===== src/rtl/sbp_pkg.sv =====
package sbp_pkg;

    localparam int FRAC_DEF = 8;
    localparam int CFG_W    = 13;
    localparam int QW       = 24;   // quotient bits per divider

    localparam logic [CFG_W-1:0] WID_RST = 13'd640;
    localparam logic [CFG_W-1:0] HGT_RST = 13'd480;

    typedef enum logic {
        REG_WIDTH  = 1'b0,
        REG_HEIGHT = 1'b1
    } t_cfg_reg;

    typedef struct packed {
        logic [32:0] dist2;
        logic        det_nz;
        logic        depth_neg;
        logic        ctr_neg;
    } t_side;

endpackage


===== src/rtl/sbp_div.sv =====
// Pipelined restoring divider: QW quotient bits, one per stage, plus an
// overflow check stage (quotient >= 2^QW).
module sbp_div
    import sbp_pkg::*;
#(
    parameter int NW = 48,
    parameter int DW = 33
) (
    input  logic          i_clk,
    input  logic          i_en,
    input  logic [NW-1:0] i_num,
    input  logic [DW-1:0] i_den,
    output logic [QW-1:0] o_quo,
    output logic          o_ovf
);

    logic [NW-1:0] r_rem [QW+1];
    logic [DW-1:0] r_den [QW+1];
    logic [QW-1:0] r_quo [QW+1];
    logic          r_ovf [QW+1];

    logic [NW-1:0] n_rem [QW+1];
    logic [QW-1:0] n_quo [QW+1];

    always_comb begin
        n_rem[0] = i_num;
        n_quo[0] = '0;
        for (int k = 1; k <= QW; k++) begin
            if ((r_rem[k-1] >> (QW - k)) >= NW'(r_den[k-1])) begin
                n_rem[k] = r_rem[k-1] - (NW'(r_den[k-1]) << (QW - k));
                n_quo[k] = r_quo[k-1] | (QW'(1) << (QW - k));
            end else begin
                n_rem[k] = r_rem[k-1];
                n_quo[k] = r_quo[k-1];
            end
        end
    end

    always_ff @(posedge i_clk) begin
        if (i_en) begin
            r_rem[0] <= n_rem[0];
            r_quo[0] <= n_quo[0];
            r_den[0] <= i_den;
            r_ovf[0] <= (i_num >> QW) >= NW'(i_den);
            for (int k = 1; k <= QW; k++) begin
                r_rem[k] <= n_rem[k];
                r_quo[k] <= n_quo[k];
                r_den[k] <= r_den[k-1];
                r_ovf[k] <= r_ovf[k-1];
            end
        end
    end

    assign o_quo = r_quo[QW];
    assign o_ovf = r_ovf[QW];

endmodule

===== config.mk =====
export PLATFORM = sky130hd
export DESIGN_NAME = sbp_div
export DESIGN_NICKNAME = d
export VERILOG_FILES = /design/src/rtl/sbp_pkg.sv /design/src/rtl/sbp_div.sv
export SDC_FILE = /design/constraint.sdc
export NUM_CORES = 2
export LEC_CHECK = 0
export BUFFER_PORTS_ARGS = -buffer_cell sky130_fd_sc_hd__buf_2
export CORE_UTILIZATION = 35
export CTS_CLUSTER_DIAMETER = 100
export DETAILED_ROUTE_END_ITERATION = 10
export RECOVER_POWER = 100
export SETUP_SLACK_MARGIN = 0.02
export SLEW_MARGIN = 20
export SYNTH_ARGS = -nofsm -noshare
export SYNTH_HDL_FRONTEND = slang
export SYNTH_SLANG_ARGS = --single-unit

===== constraint.sdc =====
create_clock -name i_clk -period 6.7 [get_ports i_clk]
set_input_delay 1.34 -clock i_clk [delete_from_list [all_inputs] [get_ports i_clk]]
set_output_delay 1.34 -clock i_clk [all_outputs]
set_load 0.1 [all_outputs]

==> impl_metrics.xml <==
<?xml version="1.0" encoding="UTF-8"?>
<metrics>
  <group name="sta">
    <metric name="upper_clock_frequency_limit" unit="MHz">181.7</metric>
    <metric name="grt_setup_unrepaired" unit="">no</metric>
    <metric name="slew_viol_final" unit="">948</metric>
    <metric name="timing.final.crit_period" unit="ps">5503</metric>
    <metric name="fin_tns_setup" unit="ps">0</metric>
    <metric name="hold_ws" unit="ps">403.0</metric>
    <metric name="final_min_period_over_clock_period" unit="%">82.14</metric>
    <metric name="skew" unit="ps">70.95</metric>
    <metric name="worst_pin_slew" unit="ps">3580</metric>
    <metric name="final-setup-viol-count" unit="">0</metric>
    <metric name="timing_hold_violations_final" unit="">0</metric>
    <metric name="relSlewSlack" unit="%">-138.7</metric>
  </group>
  <group name="clocking">
    <metric name="cts_root_buf" unit="">sky130_fd_sc_hd__clkbuf_16</metric>
    <metric name="cts_tree" unit="">done</metric>
    <metric name="cts_hold_repair.buffers" unit="">0</metric>
    <metric name="cts.sinks" unit="">2269</metric>
    <metric name="clock_insertion_delay_worst_skew" unit="ps">910</metric>
    <metric name="clock_tree.buffer_depth" unit="">4</metric>
    <metric name="clkTransAtPathRegs" unit="ps">60</metric>
    <metric name="postCtsSetupRepairBufs" unit="">0</metric>
    <metric name="cts.htree.levels" unit="">5</metric>
    <metric name="tritoncts.num_buffers" unit="">272</metric>
    <metric name="ctsResizeCount" unit="">0</metric>
  </group>
  <group name="synthesis">
    <metric name="synthCells" unit="">10040</metric>
    <metric name="seq_area_frac_synth" unit="%">57.26</metric>
    <metric name="number_of_flops_mapped_to_enable_cells_by_yosys" unit="">2269</metric>
    <metric name="synthesis.area_per_instance" unit="um2">11.85</metric>
    <metric name="mappedNetlistNets" unit="">10930</metric>
    <metric name="yosys_warnings" unit="">0</metric>
    <metric name="total_standard_cell_area_after_synthesis" unit="mm2">0.1190</metric>
    <metric name="synth-seq-cells" unit="">2269</metric>
    <metric name="postSynth.asyncResetShare" unit="%">0</metric>
    <metric name="netlist-cell-type-count" unit="">97</metric>
    <metric name="synth_flop_cell" unit="">sky130_fd_sc_hd__edfxtp_1</metric>
  </group>
  <group name="routing">
    <metric name="first_iter_violations" unit="">4812</metric>
    <metric name="detail_route.wirelength" unit="mm">284.2</metric>
    <metric name="postRouteAntennaNets" unit="">0</metric>
    <metric name="detail_route.vias_per_cell" unit="">5.134</metric>
    <metric name="route.detailed.drc" unit="">0</metric>
    <metric name="route.vias.total" unit="">76870</metric>
    <metric name="drt-wirelength-per-cell" unit="um">18.98</metric>
    <metric name="number_of_iterations_in_the_first_detailed_routing_pass" unit="">6</metric>
  </group>
  <group name="layout">
    <metric name="finalInstanceArea" unit="mm2">0.1331</metric>
    <metric name="commonest_non_fill_non_tap_cell_in_the_layout" unit="">sky130_fd_sc_hd__edfxtp_1</metric>
    <metric name="syn_to_final_growth" unit="%">11.89</metric>
    <metric name="final_util" unit="%">39.46</metric>
    <metric name="fin_nets" unit="">11140</metric>
    <metric name="final.fill_count" unit="">31880</metric>
    <metric name="fraction_of_final_layout_cells_with_drive_strength_greater_than_1" unit="%">7.175</metric>
    <metric name="layout_common_cells" unit="">sky130_fd_sc_hd__edfxtp_1, sky130_fd_sc_hd__inv_1, sky130_fd_sc_hd__a21oi_1</metric>
  </group>
  <group name="die">
    <metric name="die_width" unit="um">585.1</metric>
    <metric name="floorplan.io_pins" unit="">108</metric>
    <metric name="placement_rows" unit="">213</metric>
    <metric name="initial_core_util" unit="%">35.27</metric>
    <metric name="fp.dieH" unit="um">585.1</metric>
    <metric name="design.die.area" unit="mm2">0.3423</metric>
    <metric name="placeable_core_region" unit="mm2">0.3374</metric>
  </group>
  <group name="global_routing">
    <metric name="grt_antenna_before_repair" unit="">5</metric>
    <metric name="globalRouteOverflowTotal" unit="">0</metric>
    <metric name="grt_start_max_net_pins" unit="">172</metric>
    <metric name="grt_first_pass_wirelength" unit="mm">440.0</metric>
    <metric name="grt_pass1_vias" unit="">79010</metric>
    <metric name="globalRouteTotalUtil" unit="%">16.23</metric>
  </group>
  <group name="pwr">
    <metric name="max-vdd-ir-drop" unit="uV">191.6</metric>
    <metric name="power.leakage" unit="uW">0.05190</metric>
    <metric name="power.total" unit="uW">51850</metric>
    <metric name="power_per_cell_area" unit="mW/mm2">389.5</metric>
  </group>
  <group name="setup_path">
    <metric name="criticalPathCategory" unit="">reg2reg</metric>
    <metric name="arrival" unit="ps">6070</metric>
    <metric name="critPathRequiredTime" unit="ps">7270</metric>
    <metric name="worstSetupEndpointType" unit="">register</metric>
    <metric name="worst-path-max-fanout" unit="">32</metric>
    <metric name="start_kind" unit="">register</metric>
  </group>
  <group name="placed_design">
    <metric name="place_hpwl" unit="mm">213.7</metric>
    <metric name="dpl-instance-area" unit="mm2">0.1251</metric>
    <metric name="portBuffers" unit="">107</metric>
    <metric name="gp_routability_congestion" unit="">0.9524</metric>
  </group>
  <group name="run_status">
    <metric name="failed_checks" unit="">max-capacitance violations, max-slew violations</metric>
    <metric name="status" unit="">finished, violations left</metric>
  </group>
  <group name="job">
    <metric name="max-cap-violations" unit="">21</metric>
  </group>
  <group name="min_path">
    <metric name="hold_path.class" unit="">reg2reg</metric>
  </group>
</metrics>
## final cells by class
class                      count  area [um2]  share of cell area [%]
clock inverter               145        1270                  0.9539
sequential                  2269       68140                   51.18
tap                         4515        5649                   4.243
inverter                     961        3607                   2.709
clock buffer                 324        7172                   5.387
multi-input combinational   6576       46320                   34.79
antenna                        4       10.01                0.007518
timing repair buffer         178       977.2                  0.7340
## cells in the mapped netlist (23+ instances only)
cell / count / area, um2
sky130_fd_sc_hd__a211o_1: 27 / 236.5
sky130_fd_sc_hd__a2111oi_0: 24 / 210.2
sky130_fd_sc_hd__and3_1: 94 / 588.1
sky130_fd_sc_hd__inv_1: 959 / 3600
sky130_fd_sc_hd__nand2_1: 721 / 2706
sky130_fd_sc_hd__or3_1: 41 / 256.5
sky130_fd_sc_hd__nor2b_1: 112 / 700.7
sky130_fd_sc_hd__a21oi_1: 812 / 4064
sky130_fd_sc_hd__nand3_1: 153 / 765.7
sky130_fd_sc_hd__mux2_2: 269 / 3029
sky130_fd_sc_hd__a21o_1: 367 / 2755
sky130_fd_sc_hd__clkbuf_1: 181 / 679.4
sky130_fd_sc_hd__or2_2: 31 / 193.9
sky130_fd_sc_hd__edfxtp_1: 2269 / 68140
sky130_fd_sc_hd__o31ai_1: 54 / 405.4
sky130_fd_sc_hd__buf_2: 26 / 130.1
sky130_fd_sc_hd__o21bai_1: 101 / 758.2
sky130_fd_sc_hd__ha_1: 780 / 9759
sky130_fd_sc_hd__xor2_1: 319 / 2794
sky130_fd_sc_hd__a31oi_1: 79 / 494.2
sky130_fd_sc_hd__nand2b_1: 112 / 700.7
sky130_fd_sc_hd__a211oi_1: 57 / 427.9
sky130_fd_sc_hd__and2_1: 23 / 143.9
sky130_fd_sc_hd__o31a_1: 36 / 315.3
sky130_fd_sc_hd__fa_1: 23 / 460.4
sky130_fd_sc_hd__o21ai_1: 33 / 165.2
sky130_fd_sc_hd__nor4_1: 59 / 369.1
sky130_fd_sc_hd__xnor2_1: 389 / 3407
sky130_fd_sc_hd__nor3_1: 138 / 690.7
sky130_fd_sc_hd__o21ai_0: 601 / 3008
sky130_fd_sc_hd__o211ai_1: 37 / 277.8
sky130_fd_sc_hd__o21a_1: 95 / 713.2
sky130_fd_sc_hd__nor2_1: 513 / 1926
sky130_fd_sc_hd__nand4_1: 112 / 700.7
sky130_fd_sc_hd__mux2i_1: 28 / 280.3
## per-stage QoR
stage          setup WS (ps)  cells
6_report                1197  14970
5_1_grt                883.3  14970
4_1_cts                 2049  14970
3_5_place_dp            2042  14500
3_3_place_gp            2023  14500
2_1_floorplan           3131  10040
## critical path: stages, from the launching register on
cell,delay (ps)
sky130_fd_sc_hd__edfxtp_1,410
sky130_fd_sc_hd__inv_1,70
sky130_fd_sc_hd__ha_1,400
sky130_fd_sc_hd__o21ai_0,120
sky130_fd_sc_hd__or2_0,200
sky130_fd_sc_hd__a21oi_1,250
sky130_fd_sc_hd__o21ai_1,210
sky130_fd_sc_hd__o211ai_1,430
sky130_fd_sc_hd__a31o_2,280
sky130_fd_sc_hd__o2111a_1,230
sky130_fd_sc_hd__o211ai_1,130
sky130_fd_sc_hd__a2111oi_4,350
sky130_fd_sc_hd__clkbuf_1,1580
sky130_fd_sc_hd__mux2_1,470
## registers in the layout (all words and copies together), names as in the netlist
signal / count
r_den: 792
r_ovf: 25
r_quo: 300
r_rem: 1152
## cell families after synthesis
logic type | Yosys count | synth area share, %
flip-flops | 2269 | 57.26
XOR/XNOR | 708 | 5.211
buffers and inverters | 1195 | 3.819
adder cells (fa/ha/maj) | 803 | 8.589
AO/OA/AOI/OAI | 2553 | 13.40
multiplexers | 297 | 2.781
AND/OR/NAND/NOR | 2215 | 8.938
## worst paths after layout
check / start / to / slack (ps) / cells after the start
setup reg to reg: r_den[0][206]$_DFFE_PP_ / r_rem[0][372]$_DFFE_PP_ / 1200 / 13
hold reg to reg: r_rem[1][242]$_DFFE_PP_ / r_rem[1][290]$_DFFE_PP_ / 400 / 0
hold / removal: r_rem[1][242]$_DFFE_PP_ / r_rem[1][290]$_DFFE_PP_ / 400 / 0
setup / recovery: r_den[0][206]$_DFFE_PP_ / r_rem[0][372]$_DFFE_PP_ / 1200 / 13
## routing by layer
metal	global-route usage (%)	wire length, um	vias to the layer above
met4	9.591	17920	4
met1	17.09	108400	36870
li1	-	-	37490
met5	0	26	-
met2	30.75	148600	1747
met3	1.974	9264	759
## power breakdown
group          internal, uW  leakage, uW  switching [uW]
logic                  7010       0.0257           10100
clock network          8290      0.00410            5830
registers             19000       0.0221            1590
total                 34300       0.0519           17500
Power figures use the tool's default switching activity.
